--- config.mk ---
export PLATFORM = sky130hd
export DESIGN_NAME = crk_mac
export DESIGN_NICKNAME = d
export VERILOG_FILES = /design/src/hdl/contact_restitution_kick_defines.svh /design/src/hdl/crk_pkg.sv /design/src/hdl/crk_mac.sv
export SDC_FILE = /design/constraint.sdc
export NUM_CORES = 2
export LEC_CHECK = 0
export BUFFER_PORTS_ARGS = -buffer_cell sky130_fd_sc_hd__buf_2
export CORE_ASPECT_RATIO = 1.5
export CORE_MARGIN = 5
export CORE_UTILIZATION = 60
export CTS_BUF_LIST = sky130_fd_sc_hd__clkbuf_2
export DETAILED_ROUTE_END_ITERATION = 10
export PLACE_DENSITY = 0.74
export SLEW_MARGIN = 15
export SYNTH_ARGS = -nofsm -noshare
export SYNTH_HDL_FRONTEND = slang
export SYNTH_SLANG_ARGS = --single-unit
--- constraint.sdc ---
create_clock -name clock -period 13.9 [get_ports clock]
set_clock_uncertainty 0.1 [all_clocks]
set_input_delay 2.085 -clock clock [delete_from_list [all_inputs] [get_ports clock]]
set_output_delay 2.085 -clock clock [all_outputs]
set_load 0.02 [all_outputs]
--- src/hdl/contact_restitution_kick_defines.svh ---
// ----------------------------------------------------------------------------
// Assertion macros for the contact restitution kick block.
// They compile to nothing when synthesising.
// ----------------------------------------------------------------------------
`ifndef CONTACT_RESTITUTION_KICK_DEFINES_SVH
`define CONTACT_RESTITUTION_KICK_DEFINES_SVH
`ifndef SYNTHESIS
`define CRK_ASSERT(label, clk, rst, prop, msg) \
   label: assert property (@(posedge clk) disable iff (rst) prop) else $error(msg);
`define CRK_ASSERT_NR(label, clk, prop, msg) \
   label: assert property (@(posedge clk) prop) else $error(msg);
`else
`define CRK_ASSERT(label, clk, rst, prop, msg)
`define CRK_ASSERT_NR(label, clk, prop, msg)
`endif
`endif

--- src/hdl/crk_pkg.sv ---
// ----------------------------------------------------------------------------
// crk_pkg
// Shared types and constants of the contact restitution kick block.
// ----------------------------------------------------------------------------
`default_nettype none
package crk_pkg;
   localparam int QW = 32;
   localparam logic signed [QW-1:0] KICK_Q = 32'sd68813;
   localparam logic signed [QW-1:0] DAMP_Q = 32'sd58982;
   localparam logic [7:0] THRESH_MIN = 8'd10;
   localparam int INTEN_MAX = 27;
   localparam int PROG_LEN = 64;
   localparam int PC_W = $clog2(PROG_LEN);

   // Register file of the sequencer.
   typedef enum logic [4:0] {
      R_VX, R_VY, R_VZ, R_WX, R_WY, R_WZ, R_NX, R_NY, R_NZ,
      R_D, R_S, R_TX, R_TY, R_TZ, R_UX, R_UY, R_UZ,
      R_AX, R_AY, R_AZ, R_BX, R_BY, R_BZ, R_C0, R_C1, R_C2,
      R_K, R_DAMP, R_ZERO
   } reg_type;

   // Phase of a program step, which decides whether it runs.
   typedef enum logic [1:0] {
      PH_ALL, PH_HIT, PH_DAMP, PH_FOLD
   } phase_type;

   // One step: acc = (add_dst ? dst : clear ? 0 : acc) +/- floor(a*b); saturate, optional store.
   typedef struct packed {
      phase_type ph;
      reg_type   a;
      reg_type   b;
      logic      clr;
      logic      sub;
      logic      store;
      reg_type   dst;
      logic      add_dst; // acc starts from dst (velocity minus product)
   } step_type;

   localparam int NSTEP = 58;

   function automatic step_type mk(phase_type ph, reg_type a, reg_type b,
                                   logic clr, logic sub, logic st, reg_type dst,
                                   logic ad);
      step_type s;
      s.ph = ph; s.a = a; s.b = b; s.clr = clr; s.sub = sub;
      s.store = st; s.dst = dst; s.add_dst = ad;
      return s;
   endfunction

   function automatic step_type prog(input logic [PC_W-1:0] pc);
      step_type s;
      s = mk(PH_ALL, R_ZERO, R_ZERO, 1'b1, 1'b0, 1'b0, R_ZERO, 1'b0);
      unique case (pc)
         6'd0:  s = mk(PH_ALL, R_NX, R_VX, 1, 0, 0, R_D, 0);
         6'd1:  s = mk(PH_ALL, R_NY, R_VY, 0, 0, 0, R_D, 0);
         6'd2:  s = mk(PH_ALL, R_NZ, R_VZ, 0, 0, 1, R_D, 0);
         6'd3:  s = mk(PH_ALL, R_K, R_D, 1, 0, 1, R_S, 0);
         6'd4:  s = mk(PH_ALL, R_S, R_NX, 0, 1, 1, R_VX, 1);
         6'd5:  s = mk(PH_ALL, R_S, R_NY, 0, 1, 1, R_VY, 1);
         6'd6:  s = mk(PH_ALL, R_S, R_NZ, 0, 1, 1, R_VZ, 1);
         6'd7:  s = mk(PH_HIT, R_VX, R_DAMP, 1, 0, 1, R_VX, 0);
         6'd8:  s = mk(PH_HIT, R_VY, R_DAMP, 1, 0, 1, R_VY, 0);
         6'd9:  s = mk(PH_HIT, R_VZ, R_DAMP, 1, 0, 1, R_VZ, 0);
         6'd10: s = mk(PH_DAMP, R_VX, R_DAMP, 1, 0, 1, R_VX, 0);
         6'd11: s = mk(PH_DAMP, R_VY, R_DAMP, 1, 0, 1, R_VY, 0);
         6'd12: s = mk(PH_DAMP, R_VZ, R_DAMP, 1, 0, 1, R_VZ, 0);
         6'd13: s = mk(PH_FOLD, R_NX, R_NY, 1, 0, 0, R_TX, 0);
         6'd14: s = mk(PH_FOLD, R_NZ, R_NZ, 0, 1, 1, R_TX, 0);
         6'd15: s = mk(PH_FOLD, R_NY, R_NZ, 1, 0, 0, R_TY, 0);
         6'd16: s = mk(PH_FOLD, R_NX, R_NX, 0, 1, 1, R_TY, 0);
         6'd17: s = mk(PH_FOLD, R_NX, R_NZ, 1, 0, 0, R_TZ, 0);
         6'd18: s = mk(PH_FOLD, R_NY, R_NY, 0, 1, 1, R_TZ, 0);
         6'd19: s = mk(PH_FOLD, R_NY, R_TZ, 1, 0, 0, R_UX, 0);
         6'd20: s = mk(PH_FOLD, R_NZ, R_TY, 0, 1, 1, R_UX, 0);
         6'd21: s = mk(PH_FOLD, R_NZ, R_TX, 1, 0, 0, R_UY, 0);
         6'd22: s = mk(PH_FOLD, R_NX, R_TZ, 0, 1, 1, R_UY, 0);
         6'd23: s = mk(PH_FOLD, R_NX, R_TY, 1, 0, 0, R_UZ, 0);
         6'd24: s = mk(PH_FOLD, R_NY, R_TX, 0, 1, 1, R_UZ, 0);
         6'd25: s = mk(PH_FOLD, R_NX, R_NX, 1, 0, 0, R_AX, 0);
         6'd26: s = mk(PH_FOLD, R_TX, R_NY, 0, 0, 0, R_AX, 0);
         6'd27: s = mk(PH_FOLD, R_UX, R_NZ, 0, 0, 1, R_AX, 0);
         6'd28: s = mk(PH_FOLD, R_NY, R_NX, 1, 0, 0, R_AY, 0);
         6'd29: s = mk(PH_FOLD, R_TY, R_NY, 0, 0, 0, R_AY, 0);
         6'd30: s = mk(PH_FOLD, R_UY, R_NZ, 0, 0, 1, R_AY, 0);
         6'd31: s = mk(PH_FOLD, R_NZ, R_NX, 1, 0, 0, R_AZ, 0);
         6'd32: s = mk(PH_FOLD, R_TZ, R_NY, 0, 0, 0, R_AZ, 0);
         6'd33: s = mk(PH_FOLD, R_UZ, R_NZ, 0, 0, 1, R_AZ, 0);
         6'd34: s = mk(PH_FOLD, R_NX, R_WX, 1, 0, 0, R_BX, 0);
         6'd35: s = mk(PH_FOLD, R_TX, R_WY, 0, 0, 0, R_BX, 0);
         6'd36: s = mk(PH_FOLD, R_UX, R_WZ, 0, 0, 1, R_BX, 0);
         6'd37: s = mk(PH_FOLD, R_NY, R_WX, 1, 0, 0, R_BY, 0);
         6'd38: s = mk(PH_FOLD, R_TY, R_WY, 0, 0, 0, R_BY, 0);
         6'd39: s = mk(PH_FOLD, R_UY, R_WZ, 0, 0, 1, R_BY, 0);
         6'd40: s = mk(PH_FOLD, R_NZ, R_WX, 1, 0, 0, R_BZ, 0);
         6'd41: s = mk(PH_FOLD, R_TZ, R_WY, 0, 0, 0, R_BZ, 0);
         6'd42: s = mk(PH_FOLD, R_UZ, R_WZ, 0, 0, 1, R_BZ, 0);
         6'd43: s = mk(PH_FOLD, R_AX, R_BX, 1, 0, 1, R_C0, 0);
         6'd44: s = mk(PH_FOLD, R_AY, R_BY, 1, 0, 1, R_C1, 0);
         6'd45: s = mk(PH_FOLD, R_AZ, R_BZ, 1, 0, 1, R_C2, 0);
         6'd46: s = mk(PH_FOLD, R_NX, R_C0, 1, 0, 0, R_WX, 0);
         6'd47: s = mk(PH_FOLD, R_NY, R_C1, 0, 0, 0, R_WX, 0);
         6'd48: s = mk(PH_FOLD, R_NZ, R_C2, 0, 0, 1, R_WX, 0);
         6'd49: s = mk(PH_FOLD, R_ZERO, R_ZERO, 0, 0, 0, R_WX, 0);
         6'd50: s = mk(PH_FOLD, R_TX, R_C0, 1, 0, 0, R_WY, 0);
         6'd51: s = mk(PH_FOLD, R_TY, R_C1, 0, 0, 0, R_WY, 0);
         6'd52: s = mk(PH_FOLD, R_TZ, R_C2, 0, 0, 1, R_WY, 0);
         6'd53: s = mk(PH_FOLD, R_UX, R_C0, 1, 0, 0, R_WZ, 0);
         6'd54: s = mk(PH_FOLD, R_UY, R_C1, 0, 0, 0, R_WZ, 0);
         6'd55: s = mk(PH_FOLD, R_UZ, R_C2, 0, 0, 1, R_WZ, 0);
         default: s = mk(PH_ALL, R_ZERO, R_ZERO, 1, 0, 0, R_ZERO, 0);
      endcase
      return s;
   endfunction

   typedef enum logic [1:0] {ST_IDLE, ST_RUN, ST_DONE} state_type;
endpackage
`default_nettype wire

--- src/hdl/crk_mac.sv ---
// ----------------------------------------------------------------------------
// crk_mac
// Shared multiply-accumulate unit: floor-rounded Q16.16 product, accumulated.
// ----------------------------------------------------------------------------
`default_nettype none
module crk_mac import crk_pkg::*; (
   input  wire logic                 clock,
   input  wire logic                 en,
   input  wire logic                 clr,
   input  wire logic                 sub,
   input  wire logic                 load,
   input  wire logic signed [QW-1:0] load_val,
   input  wire logic signed [QW-1:0] a,
   input  wire logic signed [QW-1:0] b,
   output logic signed [QW+3:0]      acc_out
);
   // A product of two Q16.16 values shifted right by 16 fits in 48 bits.
   logic signed [2*QW-1:0] prod_full;
   logic signed [QW+15:0]  prod_q;
   logic signed [QW+19:0]  acc_ff, acc_in, base;

   assign prod_full = a * b;
   assign prod_q    = prod_full[2*QW-1:16]; // arithmetic shift floors

   always_comb begin
      if (load) base = {{20{load_val[QW-1]}}, load_val};
      else if (clr) base = '0;
      else base = acc_ff;
      acc_in = sub ? base - {{4{prod_q[QW+15]}}, prod_q}
                   : base + {{4{prod_q[QW+15]}}, prod_q};
   end

   always_ff @(posedge clock) begin
      if (en) acc_ff <= acc_in;
   end

   // Saturated view of the accumulator: clip to the signed 32-bit range.
   always_comb begin
      if (acc_ff > 52'sd2147483647) acc_out = 36'sd2147483647;
      else if (acc_ff < -52'sd2147483648) acc_out = -36'sd2147483648;
      else acc_out = acc_ff[QW+3:0];
   end
endmodule
`default_nettype wire

# Yosys cells after proc, flatten, opt, wreduce, memory -nomap -nowiden
# Cells that the tools add are included.
[word_totals] register_bits=52 input_bits=101 output_inout_bits=36 elab_cells=11
[classes] n_addsub=2 n_mul=1 n_lt_le_gt_ge=2 n_mux=5
[ops] op="52-bit 2-to-1 mux" count=3
[ops] op="36-bit 2-to-1 mux" count=2
[ops] op="32-bit by 32-bit multiplier with 64-bit output" count=1
[ops] op="52-bit adder" count=1
[ops] op="52-bit by 32-bit > comparator with 1-bit output (second input constant)" count=1
[ops] op="52-bit by 32-bit less-than comparator with 1-bit output (second input constant)" count=1
[ops] op="52-bit subtractor" count=1

# Depth between registers and ports, before layout
[logic_depth] word_depth=4 ltp_mapped=46 mapped_depth_nobuf=42

# Worst setup path after synthesis
# Ideal clock, no wire load.
[synth_timing] kind="input to register" from="input b[2]" to="register acc_ff[51] (data pin)" arrival_ns=12.652 required_ns=13.531 setup_slack_ns=0.878 cell_stages=36 path_cell_list="clkbuf_1 > nand2_1 > inv_1 > fa_1 > fa_1 > fa_1 > inv_1 > fa_1 > inv_1 > fa_1 > fa_1 > fa_1 > fa_1 > ha_1 > clkbuf_1 > a21o_1 > a21o_1 > a2111oi_0 > nor3_1 > a21oi_1 > nor2b_1 > a311oi_2 > xnor2_1 > or4_4 > nor4_1 > nor2_1 > xnor2_1 > ha_1 > nand3_1 > or4_1 > o2111ai_1 > nand2_1 > o2111ai_1 > a31o_2 > a21oi_1 > xor3_1"
[synth_between] elab_chain_len=3
[synth_rtl] element="start: declaration" line_no="crk_mac.sv:14" source="input wire logic signed [QW-1:0] b,"
[synth_rtl] element="32-bit by 32-bit multiplier with 64-bit output (*)" line_no="crk_mac.sv:22" source="assign prod_full = a * b;"
[synth_rtl] element="52-bit adder / 52-bit subtractor (equally long branches)" line_no="crk_mac.sv:30, crk_mac.sv:29"
[synth_rtl] element="52-bit 2-to-1 mux (*)" line_no="crk_mac.sv:29" source="acc_in = sub ? base - {{4{prod_q[QW+15]}}, prod_q}"
[synth_rtl] element="net acc_in[51]" line_no="crk_mac.sv:20" source="logic signed [QW+19:0] acc_ff, acc_in, base;"
[synth_rtl] element="end signal: assignment" line_no="crk_mac.sv:34" source="if (en) acc_ff <= acc_in;"
[synth_rtl] element="end: declaration" line_no="crk_mac.sv:20"
# Mark *: on every way through the listed nets, which the timed path passes. The rest lies on a longest branch.
# A chain may end at the register's enable or synchronous reset.

# Worst setup path after layout
[layout_timing] from="input a[9]" to="register acc_ff[51] (data pin)"
[layout_between] elab_chain_len=3
[layout_rtl] element="start: declaration" line_no="crk_mac.sv:13" source="input wire logic signed [QW-1:0] a,"
[layout_rtl] element="32-bit by 32-bit multiplier with 64-bit output (*)" line_no="crk_mac.sv:22"
[layout_rtl] element="52-bit adder / 52-bit subtractor (equally long branches)" line_no="crk_mac.sv:30, crk_mac.sv:29"
[layout_rtl] element="52-bit 2-to-1 mux (*)" line_no="crk_mac.sv:29"
[layout_rtl] element="net acc_in[51]" line_no="crk_mac.sv:20"
# Marks and branches as above.

==> flow_metrics.env <==
export IMPL_synth_fp_nets=6118
export IMPL_max_freq_mhz=75.7
export IMPL_synth_edf_count=52
export IMPL_crit_family="adder cells"
export IMPL_grt_pass1_vias=36300
export IMPL_rsz0062_at_grt="no"
export IMPL_die_w_um=228
export IMPL_wl_um=114000
export IMPL_cp_start_kind="input pin"
export IMPL_cts_root_buf="clkbuf_2"
export IMPL_cp_max_fo=17
export IMPL_status="finished clean"
export IMPL_cp_slowest_stage_delay_ns=0.58
export IMPL_grt_first_pass_wirelength_um=188000
export IMPL_synth_seq_cells=52
export IMPL_synthArstFlopShare_pct=0
export IMPL_grt_remaining_overflow=0
export IMPL_nets=6072
export IMPL_drive_gt1_share_pct=5.52
export IMPL_port_buffers=136
export IMPL_report_final_slew_viol_count=0
export IMPL_n_fill_cell=6092
export IMPL_maxSlewHeadroom_pct=35.8
export IMPL_grt_max_degree=53
export IMPL_cpMaxStageDelayCell="fa_1"
export IMPL_die_y_um=337
export IMPL_top_regs="acc_ff (52)"
export IMPL_tns_ns=0
export IMPL_cp_common_cell="fa_1"
export IMPL_end_kind="flop"
export IMPL_cts_clk_slew_worst_paths_ns=0.37
export IMPL_place_congestion=0.919
export IMPL_finalSetupViolCount=0
export IMPL_vias_per_cell=5.81
export IMPL_rows=120
export IMPL_netlist_cell_type_count=88
export IMPL_clkLatencyLatePin_ns=0.56
export IMPL_io_pin_count=137
export IMPL_cts_setup_buffers=0
export IMPL_post_drt_wl_per_cell_um=20.5
export IMPL_max_cap_violations=0
export IMPL_start_util_pct=60.2
export IMPL_antenna_found_initial=3
export IMPL_core_area_um2=71000
export IMPL_area_delta_synth_final_pct=3.38
export IMPL_hold_class="flop to flop"
export IMPL_drtIter0Drc=1966
export IMPL_period_needed_ns=13.22
export IMPL_drc=0
export IMPL_htree_levels=2
export IMPL_yosysSeqAreaShare_pct=3.65
export IMPL_largest_reg_flops=52
export IMPL_grt_usage_pct=30.9
export IMPL_path_buf_inv=5
export IMPL_required_ns=14.12
export IMPL_tightest_slew_ns=0.955
export IMPL_final_common_cell="fa_1"
export IMPL_post_route_period_util_pct=95.1
export IMPL_tritoncts="yes"
export IMPL_clk_path_buf_depth=2
export IMPL_hpwl_um=98000
export IMPL_avgSynthCellArea_um2=9.09
export IMPL_cp_arrival_ns=13.44
export IMPL_clock_sinks=52
export IMPL_layout_common_cells="fa_1 (1082), inv_1 (952), nand2_1 (646)"
export IMPL_ant_nets=0
export IMPL_crit_type="input pin to flop"
export IMPL_synth_flop_cell="edfxtp_1"
export IMPL_dieArea_um2=76800
export IMPL_hold_viol_final=0
export IMPL_top_register="acc_ff"
export IMPL_vias=32400
export IMPL_synthesis_area_um2=42800
export IMPL_drt_first_pass_iters=5
export IMPL_synthCells=4703
export IMPL_cts_buffers_inserted=5
export IMPL_ys_warnings_count=0
-- synthesized netlist by cell type (22+ instances only) --
cell type  instances  area (um2)
a21o_1            76         571
nor3_1            37         185
nand4_1           24         150
a21oi_1          124         621
xor2_1            43         377
a22o_1            30         263
nand3_1           34         170
fa_1            1082       21700
and2_1           512        3200
ha_1             232        2900
xnor2_1           87         762
nand2_1          646        2420
clkbuf_1         252         946
o21ai_0           62         310
and3_1            23         144
edfxtp_1          52        1560
nand2b_1          22         138
inv_1            952        3570
nor2_1           138         518
-- area by class of cell --
cell class | instances | area (um2) | area share, %
multi-input cells | 3439 | 36700 | 82.9
clock inverters | 3 | 26.3 | 0.0594
repair buffers | 207 | 1210 | 2.74
inverters | 952 | 3570 | 8.08
flip-flops and latches | 52 | 1560 | 3.53
clock buffers | 5 | 25.0 | 0.0566
well taps | 915 | 1140 | 2.59
diodes | 3 | 7.51 | 0.0170
-- worst reg2reg max path: cells and delay by family, from the launching register on --
kind                       cells  cell delay [ns]
adders and majority gates      2             0.66
and+or+nand+nor                2             0.47
AOI/OAI and AO/OA             10             2.13
DFF                            1             0.55
buffers and inverters          2             0.24
xor gates and xnor gates       1             0.09
-- worst paths after layout --
check / start / to / slack [ns] / depth (start not counted)
min reg2reg: acc_ff[1] / acc_ff[1] / 0.79 / 2
max: a[9] / acc_ff[51] / 0.68 / 39
max reg2reg: acc_ff[0] / acc_ff[40] / 9.44 / 17
min: acc_ff[1] / acc_ff[1] / 0.79 / 2
-- logic make-up (layout without fill, tap and decap cells) --
group / Yosys count / in the layout / share of synthesized area (%)
compound gates: 467 / 467 / 7.54
buf+inv: 1212 / 1167 / 10.7
other cells: 0 / 3 / 0
mux: 8 / 8 / 0.196
fa+ha+maj: 1314 / 1314 / 57.4
xor+xnor: 132 / 132 / 2.76
simple gates: 1518 / 1518 / 17.7
flops: 52 / 52 / 3.65
-- per-layer routing --
metal  track usage (%)  vias to the layer above  wire [um]
met5                 0                        -         14
met4              18.6                        2       8990
met3              3.23                      436       5220
met2              58.1                     1158      61600
met1              33.6                    16700      38600
li1                  -                    14100          -
-- what timing repair did --
| action | CTS | global route |
|---|---|---|
| endpoints found under the setup margin | 0 | 1 |
| resized for setup | 0 | 1 |
| hold buffers | 0 | 0 |
-- per-stage QoR --
step                      util, %  cells  worst slack [ns]  instance area [um2]  hold WS, ns
after global placement       62.2   5565             0.367                44200        0.709
after detailed placement     62.2   5565             0.119                44200        0.691
after floorplan                 -   4703             0.878                42800        0.631
after CTS                    62.2   5573             0.668                44200        0.778
after global routing         62.3   5574            0.0132                44200        0.824
final                        62.3   5576             0.682                44200        0.788
Power is left out: the tool's default activity adds up to more than one toggle a clock period on the data nets, which glitch-free logic cannot reach.
